==> src/sv/pctc_pkg.sv <==
// Shared types and constants for the prefix code table codec.
package pctc_pkg;

    localparam int unsigned SYM_W  = 8;
    localparam int unsigned CODE_W = 32;
    localparam int unsigned LEN_W6 = 6;

    // Request opcodes.
    typedef enum logic [1:0] {
        OP_LOAD   = 2'd0,
        OP_ENCODE = 2'd1,
        OP_DECODE = 2'd2,
        OP_START  = 2'd3
    } opcode_t;

    // Result kinds.
    typedef enum logic {
        KIND_CODE   = 1'b0,
        KIND_SYMBOL = 1'b1
    } result_kind_t;

    // Control from the sequencer to the shared comparator.
    typedef struct packed {
        logic clear;
        logic compare;
    } cmp_ctl_t;

endpackage

==> src/sv/pctc_match.sv <==
// Shared comparator that checks one table entry per cycle against the key.
module pctc_match #(
    parameter int unsigned ADDR_W = 8,
    parameter int unsigned LEN_W  = 6,
    parameter int unsigned KEY_W  = 32
) (
    input  logic                        clk,
    input  logic                        rst_n,
    input  pctc_pkg::cmp_ctl_t          ctl,
    input  logic [ADDR_W-1:0]           cmp_addr,
    input  logic [LEN_W-1:0]            entry_len,
    input  logic [pctc_pkg::CODE_W-1:0] entry_code,
    input  logic [LEN_W-1:0]            key_len,
    input  logic [KEY_W-1:0]            key_bits,
    output logic                        hit,
    output logic [ADDR_W-1:0]           hit_addr
);

    localparam int unsigned CMP_W = (KEY_W > pctc_pkg::CODE_W) ? KEY_W : pctc_pkg::CODE_W;

    logic               match;
    logic               hit_reg;
    logic [ADDR_W-1:0]  hit_addr_reg;

    assign match = (entry_len == key_len) && (CMP_W'(entry_code) == CMP_W'(key_bits));

    // Entries are scanned in rising order, so the last match is the highest symbol.
    always_ff @(posedge clk or negedge rst_n)
    begin
        if (!rst_n)
        begin
            hit_reg <= 1'b0;
        end
        else if (ctl.clear)
        begin
            hit_reg <= 1'b0;
        end
        else if (ctl.compare && match)
        begin
            hit_reg <= 1'b1;
        end
    end

    always_ff @(posedge clk)
    begin
        if (ctl.compare && match)
        begin
            hit_addr_reg <= cmp_addr;
        end
    end

    assign hit      = hit_reg;
    assign hit_addr = hit_addr_reg;

endmodule

==> config.mk <==
export PLATFORM = sky130hd
export DESIGN_NAME = pctc_match
export DESIGN_NICKNAME = d
export VERILOG_FILES = /design/src/sv/pctc_pkg.sv /design/src/sv/pctc_match.sv
export SDC_FILE = /design/constraint.sdc
export NUM_CORES = 1
export LEC_CHECK = 0
export ABC_AREA = 1
export BUFFER_PORTS_ARGS = -buffer_cell sky130_fd_sc_hd__clkbuf_2
export CELL_PAD_IN_SITES_DETAIL_PLACEMENT = 0
export CELL_PAD_IN_SITES_GLOBAL_PLACEMENT = 1
export CORE_MARGIN = 2
export CORE_UTILIZATION = 19
export DETAILED_ROUTE_END_ITERATION = 10
export PLACE_DENSITY = 0.72
export SYNTH_ARGS = -nofsm -noshare
export SYNTH_HDL_FRONTEND = slang
export SYNTH_SLANG_ARGS = --single-unit
==> constraint.sdc <==
create_clock -name clk -period 0.8 [get_ports clk]
set_clock_uncertainty 0.1 [all_clocks]
set_input_delay 0 -clock clk [delete_from_list [all_inputs] [get_ports clk]]
set_output_delay 0 -clock clk [all_outputs]
set_load 0.02 [all_outputs]
# Word-level counts from Yosys, hierarchy flattened
# Index checks and enable logic that the tools add are counted.
[word_totals]
register_bits = 9
latchBits = 0
mem_bits_rw = 0
rom_bits = 0
input_bits = 88
output_inout_bits = 9
wordCells = 9
n_memories = 0
[classes]
n_addsub = 0
multipliers = 0
div = 0
magnitude_cmp = 0
n_eq_ne = 2
n_shift = 0
muxes = 2
bitwise = 0
n_reduce_logical = 3
[ops]
columns = ["operator", "count"]
rows = [
  ["$eq A32 B32 Y1", 1],
  ["$eq A6 B6 Y1", 1],
  ["$logic_and A1 B1 Y1", 2],
  ["$mux W1", 2],
  ["$reduce_bool A2 Y1", 1],
]

# Logic depth before layout (Yosys ltp)
# Gate-level depths: netlist of the first run.
[depth]
depth_word = 5
mapped_depth = 10
depth_no_buf = 10

# Worst setup path after synthesis of the first run
# Ideal clock, no wire load.
[synth_path]
kind = "input port to flip-flop"
start = "input key_len[5]"
end = "register hit_addr_reg[0] (netlist: hit_addr[0]), enable pin"
arrival_time_ps = 701
t_required_ps = 376
slack_ps = -325
stages = 7
path_buffers = 0
path_cell_list = "xnor2_1 nand2_1 nor2_1 nand2_1 nor2_1 nand3_2 inv_1"
[synth_between]
elab_chain_cells = 3
[synth_lines]
columns = ["element", "line", "rtl"]
rows = [
  ["start: declaration", "pctc_match.sv:13", "input logic [LEN_W-1:0] key_len,"],
  ["$eq A6 B6 Y1", "pctc_match.sv:25", "assign match = (entry_len == key_len) && (CMP_W'(entry_code) == CMP_W'(key_bits));"],
  ["$logic_and A1 B1 Y1", "pctc_match.sv:25", ""],
  ["$logic_and A1 B1 Y1", "pctc_match.sv:46", "if (ctl.compare && match)"],
  ["end signal: assignment", "pctc_match.sv:48", "hit_addr_reg <= cmp_addr;"],
  ["end: declaration", "pctc_match.sv:23", "logic [ADDR_W-1:0] hit_addr_reg;"],
]
# Every way passes these cells.
# A chain may end at the register's enable or synchronous reset.

# Worst setup path after layout of the first run
[layout_path]
start = "input key_bits[16]"
end = "register hit_addr_reg[4] (netlist: hit_addr[4]), enable pin"
[layout_between]
elab_chain_cells = 3
[layout_lines]
columns = ["element", "line", "rtl"]
rows = [
  ["start: declaration", "pctc_match.sv:14", "input logic [KEY_W-1:0] key_bits,"],
  ["$eq A32 B32 Y1", "pctc_match.sv:25", ""],
  ["$logic_and A1 B1 Y1", "pctc_match.sv:25", ""],
  ["$logic_and A1 B1 Y1", "pctc_match.sv:46", ""],
]
# Every way passes these cells.

==> metrics.md, run 1 <==
| Metric | Value |
|---|---|
| Outcome | `finished, violations left` |
| Violated checks | `negative hold slack, negative setup slack` |
| Post-Synthesis Cell Area | `between 1000 and 1500 um^2` |
| CTS tree | `built` |
| Worst path top cell family by delay | `simple AND/OR/NAND/NOR gates` |
| Post-place instance area | `about 1700 um^2` |
| Post-route worst setup slack | `-190.5 ps` |
| Fmax | `1010 MHz` |
| Mapped Avg Cell Area | `approximately 5.3 um^2` |
| Crit-path most repeated cell | `nand2_1` |
| Share of the synthesized area in the top cell type | `roughly 32%` |
| Worst vdd ir | `657.7 uV` |
| RSZ-0062 raised after global routing | `yes` |
| Worst rel slew slack | `slightly below 90%` |
| TritonRoute pass-1 iters | `3` |
| Nets | `between 300 and 400` |
| Detailed Route Iter0 Violations | `22` |
| Commonest cells post-synth | `90 x nand2_1, 64 x inv_1, 15 x nor2_1` |
| Buffers plus inverters on the worst setup path | `2` |
| Critical path class | `in2reg` |
| Syn Inst Count | `roughly 200` |
| Clk buf depth | `2` |
| Die ar. | `6080 um^2` |
| Largest family of logic cells by synthesized area | `simple AND/OR/NAND/NOR gates` |
| Post-synth ARST share | `between 10% and 20%` |
| Maximum fanout along the worst path | `8` |
| Final min period | `a little under 1000 ps` |
| Count leader, synth | `nand2_1` |
| Area contributors post-synth | `nand2_1 32%, edfxtp_1 23%, inv_1 23%` |
| Top FF cell, synth | `edfxtp_1` |
| Hold WS | `-13.79 ps` |
| Post-DP HPWL | `~2600 um` |
| Post-synth top area cell | `nand2_1` |
| Antenna-violating nets left | `0` |
| Synth-to-Final Area Change | `91.58%` |
| Worst min-delay path class | `in2async` |
| Setup-failing EPs final | `18` |
| Post-route cell area | `around 2000 um^2` |
| Chip height | `a little under 80 um` |
| Mux cell area share after synthesis | `0%` |
| Max-slew violations | `0` |
| Share of layout cells above drive strength 1 | `roughly 44%` |
| Post-synth EDFFs | `8` |
| Clk pin slew, worst setup/hold paths | `~40 ps` |
| Worst slew pin tran | `~160 ps` |
| Max-cap viol count | `0` |
| Remaining routing DRC violations | `0` |
| I/O Buffers | `96` |
| Die Wd | `between 70 and 80 um` |
| Adder-Cell Fraction of Synth Area | `0%` |
| Power per cell area | `between 800 and 900 nW/um^2` |
| H-tree depth | `1` |
| Worst path slowest cell | `xnor2_2` |
| Routability Congestion | `between 0.6 and 0.7` |
| Synth Area in Compound Gates | `under 10%` |
| First-pass GRT wire length | `between 4000 and 5000 um` |
| Synthesized flop and latch total | `9` |
| Clk Tree Root Cell | `clkbuf_8` |
| Final Cycle Share | `123.8%` |
| CP cell instances | `clkbuf_2, xnor2_2, nand2_1, nor2_1, nand2_1, nor2_2, nand3_2, clkinv_4` |
| Synth Area in XOR/XNOR | `under 10%` |
| GRT Total Usage | `approximately a tenth` |
| Largest register FFs | `8` |
| Worst path max stage delay | `about 150 ps` |
| Design Power | `roughly 0.0017 W` |
| Pin count of the biggest net entering global routing | `9` |
| GRT Residual Overflow | `0` |
| Final Routed Wirelength | `~3100 um` |
| Initial antenna violation count | `0` |
| Vias per cell | `~3.6` |
| Worst EP required | `640 ps` |
| Post-Synth Simple-Gate Area | `40.67%` |
| Row Count | `26` |
| CTS sink count | `9` |
| Starting density of the core | `between 10% and 20%` |
| Critical Path AT | `roughly 830 ps` |
| Synth Net Count | `around 290` |
| Critical Path End Type | `flop` |
| Synth cell types | `14` |
| Total CTS buffers | `3` |
| DP Worst Slack | `-491.0 ps` |
| Core area | `5205 um^2` |
| Number of global-route vias before repair | `~1300` |
| # IOs | `97` |
| Worst setup SP type | `input port` |
| Wire per inst | `about 8.2 um` |
| Final Hold Viols | `1` |
| Total vias in the final route | `about 1400` |
| Register area share after synthesis | `around a quarter` |
| Clock Latency Late Sink | `230 ps` |
| Diodes inserted | `0` |
| Leak | `~1.2 nW` |
| Filler instances | `roughly 590` |
| Yosys warning count | `0` |
==> final cells by class <==
cell class	count	area, um^2	share of cell area [%]
multi-input cells	124	599.3	30.09
well taps	70	87.58	4.397
clock buffers	4	45.04	2.261
inverters	64	275.3	13.82
repair buffers	109	719.4	36.12
flip-flops and latches	9	265.3	13.32
==> what timing repair did <==
| action | in CTS | in global routing |
|---|---|---|
| endpoints found under the setup margin | 18 | 18 |
| buffers inserted | 0 | 1 |
| pin swaps | 5 | 29 |
| resized for setup | 3 | 50 |
| endpoints found under the hold margin | 10 | 0 |
| hold buffers | 10 | 0 |
==> per-layer routing <==
layer | wire, um | part of all wire, % | vias up | global-route usage [%]
met4 | 0 | 0 | 0 | 1.053
li1 | - | - | 778 | -
met1 | 1201 | 38 | 551 | 10.69
met3 | 238 | 7.6 | 0 | 2.093
met5 | 0 | 0 | - | 0
met2 | 1691 | 54 | 52 | 18.88
==> power breakdown <==
| part | switching [W] | leakage [nW] | internal, W |
|---|---|---|---|
| Sequential | 0.00000000000000632 | 0.0858 | 0.000514 |
| Combinational | 0.000282 | 1.13 | 0.000385 |
| Clock | 0.000164 | 0.0228 | 0.000346 |
| Total | 0.000446 | 1.24 | 0.00124 |
==> kinds of logic after synthesis <==
logic type | count (synthesis)
buffers and inverters | 64
DFF | 9
xor gates and xnor gates | 7
AOI/OAI and AO/OA | 8
and+or+nand+nor | 109
==> worst reg2reg max path: stages (launching register included) <==
cell and delay, ps:
dfrtp_1 380, buf_4 140, inv_1 60, a21oi_2 50
==> cells in the final DEF, fill, tap and decap left out <==
cell type      synthesis  final
a21boi_1               1      1
a21oi_2                1      1
buf_2                  0      4
buf_4                  0      4
buf_6                  0     15
buf_8                  0      2
clkbuf_1               0      1
clkbuf_2               0     74
clkbuf_8               0      3
clkinv_4               0      1
dfrtp_1                1      1
dlygate4sd3_1          0     10
edfxtp_1               8      8
inv_1                 64     49
inv_2                  0      8
inv_4                  0      3
inv_8                  0      3
nand2_1               90     82
nand2_2                0      8
nand3_2                1      1
nand4_1                2      2
nor2_1                15     12
nor2_2                 1      4
o21ai_0                3      3
o22ai_1                3      3
xnor2_1                6      1
xnor2_2                0      5
xor2_1                 1      1
==> worst paths after layout <==
path                                 from           to  slack [ps]  depth (start not counted)
hold reg to reg                       hit          hit         570                          3
max in group asynchronous           rst_n          hit         530                          2
hold / removal                      rst_n          hit         -10                          2
setup / recovery             key_bits[16]  hit_addr[4]        -190                          8
min in group clk           entry_code[31]          hit         290                          9
setup reg to reg                      hit          hit         -40                          3
==> stage by stage <==
stage / TNS (ps) / util (%) / instances
CTS: -2283 / 35.22 / 379
floorplan: -1852 / - / 197
global placement: -4460 / 32.04 / 365
detailed placement: -4324 / 32.04 / 365
global route: -3276 / 38.27 / 380
finish: -2035 / 38.27 / 380
(Power assumes the default switching activity.)
==> run 2: changes to the inputs <==
- CORE_UTILIZATION: 19 -> 21
- PLACE_DENSITY: 0.72 -> 0.75
- clock period: 0.8 -> 1 ns (I/O delays scaled with it)
==> run 2 against run 1 <==
Net effect:
- non-clock buffer count increased by 2
- hold slack improved by 300 ps
- cell count decreased by 0.26%
- the flow now finishes without violations
- sequential cell count unchanged
- largest power group unchanged
==> metrics.md, run 2 (synthesis results as in run 1) <==
| Metric | Value |
|---|---|
| Outcome | `finished clean` |
| Nets | `401 (+0.50%)` |
| First-pass GRT wire length | `4326 um (-10%)` |
| Row Count | `25 (-3.8%)` |
| Worst rel slew slack | `87.95% (-0.98 points)` |
| RSZ-0062 raised after global routing | `yes` |
| Post-route worst setup slack | `24.69 ps (+215.2 ps)` |
| Critical Path End Type | `flop` |
| Core area | `4755 um^2 (-8.7%)` |
| Final Cycle Share | `~98%` |
| Diodes inserted | `0 (unchanged)` |
| H-tree depth | `1 (unchanged)` |
| Detailed Route Iter0 Violations | `13 (-41%)` |
| Total vias in the final route | `1392 (+0.80%)` |
| Setup-failing EPs final | `0 (-18)` |
| Commonest non-fill, non-tap cells in the layout | `84 x nand2_1, 80 x clkbuf_2, 53 x inv_1` |
| Largest register FFs | `8 (unchanged)` |
| Worst vdd ir | `318.0 uV (-52%)` |
| Starting density of the core | `21.87% (+1.9 points)` |
| Critical Path AT | `820 ps (about the same)` |
| DP Worst Slack | `-313.8 ps (+177.2 ps)` |
| Clk buf depth | `2 (unchanged)` |
| Die ar. | `5530 um^2 (-9.0%)` |
| Antenna-violating nets left | `0 (unchanged)` |
| Fmax | `~1000 MHz` |
| Power per cell area | `684.1 nW/um^2 (-19%)` |
| Clock Latency Late Sink | `230 ps (about the same)` |
| GRT Residual Overflow | `0 (unchanged)` |
| Final Routed Wirelength | `3067 um (-2.0%)` |
| Maximum fanout along the worst path | `8 (unchanged)` |
| Clk Tree Root Cell | `clkbuf_8` |
| Chip height | `74.37 um (-4.6%)` |
| Worst setup SP type | `input port` |
| Worst EP required | `840 ps (+200 ps)` |
| Worst R2R Setup Slack | `280 ps (+320 ps)` |
| Remaining routing DRC violations | `0 (unchanged)` |
| Number of global-route vias before repair | `1183 (-7.3%)` |
| GRT Total Usage | `9.891% (+0.31 points)` |
| Share of layout cells above drive strength 1 | `41.99% (-1.9 points)` |
| Most common cell after layout, fill and taps aside | `nand2_1` |
| Routability Congestion | `0.6792 (+0.59%)` |
| Synth-to-Final Area Change | `92.06%` |
| Pin count of the biggest net entering global routing | `9 (unchanged)` |
| Clk pin slew, worst setup/hold paths | `40 ps (about the same)` |
| I/O Buffers | `96 (unchanged)` |
| Vias per cell | `3.673 (+1.1%)` |
| Post CTS Setup Buffer Count | `0 (unchanged)` |
| Critical path class | `in2reg` |
| TNS Setup | `0 ps (+2035 ps)` |
| # IOs | `97 (unchanged)` |
| Worst slew pin tran | `178.9 ps (+14.48 ps)` |
| Max-cap viol count | `0 (unchanged)` |
| Final Hold Viols | `0 (-1)` |
| Die Wd | `74.37 um (-4.6%)` |
| Final min period | `975.3 ps` |
| Filler instances | `525 (-11%)` |
| CTS tree | `built` |
| Post-DP HPWL | `2611 um (-0.37%)` |
| TritonRoute pass-1 iters | `4 (+1)` |
| Worst min-delay path class | `in2reg` |
| Total CTS buffers | `3 (unchanged)` |
| Max-slew violations | `0 (unchanged)` |
| Initial antenna violation count | `0 (unchanged)` |
| Leak | `1.244 nW (+0.51%)` |
| CTS sink count | `9 (unchanged)` |
| Wire per inst | `8.092 um (-1.8%)` |
## run 2: cell count changes in the layout (fill, tap and decap cells not counted), sizes merged
cell | before | now
buf | 25 | 19
dlygate4sd3 | 10 | 11
clkbuf | 78 | 85
## run 2: area by class of cell
cell class | instances | area (um^2) | area share (%)
clock buffers | 4 | 45.04 | 2.256
inverters | 64 | 275.3 | 13.78
multi-input cells | 124 | 600.6 | 30.08
flip-flops and latches | 9 | 265.3 | 13.28
well taps | 67 | 83.83 | 4.198
repair buffers | 111 | 726.9 | 36.40
## run 2: stage by stage
| stage | instances | cell area, um^2 | util (%) | hold WS, ps | total power [W] |
|---|---|---|---|---|---|
| after floorplan | 197 | 1085 | - | -395.6 | 0.0006172 |
| after global placement | 364 | 1679 | 35.32 | -324.6 | 0.0008539 |
| after detailed placement | 364 | 1679 | 35.32 | -323.1 | 0.0008577 |
| after CTS | 379 | 1862 | 39.16 | 280.5 | 0.001316 |
| after global routing | 379 | 1997 | 42.00 | 357.9 | 0.001454 |
| final | 379 | 1997 | 42.00 | 284.8 | 0.001366 |
## run 2: critical path, cell delays in order
cell	delay, ps
clkbuf_2	100
xnor2_2	150
nand2_1	80
nor2_2	80
nand2_1	60
nor2_2	120
nand3_2	120
clkinv_4	100
## run 2: power by group
group | total, W | switching, W | internal (W)
combinational | 0.000543 | 0.000226 | 0.000317
sequential | 0.000411 | 0.00000000000000486 | 0.000411
clock | 0.000412 | 0.000135 | 0.000277
## run 2: worst paths after layout
check                                    start          end  cells past startpoint
worst max-delay path                key_len[5]  hit_addr[3]                      8
worst min-delay path            entry_code[20]          hit                      9
worst max register to register             hit          hit                      2
worst min register to register             hit          hit                      2
max in group asynchronous                rst_n          hit                      3
min in group asynchronous                rst_n          hit                      3
## run 2: repair_timing
action,4_1_cts,5_1_grt
setup endpoints to repair,8,9
pin swaps,4,24
endpoints found under the hold margin,10,0
gates resized for setup,5,38
hold buffers,11,0
## run 2: metal layers
layer  vias up  wire [um]  track usage, %
met3         2        283           2.575
met5         -          0               0
met4         0         20           2.976
li1        783          -               -
met2        60       1527           18.19
met1       547       1235           11.13
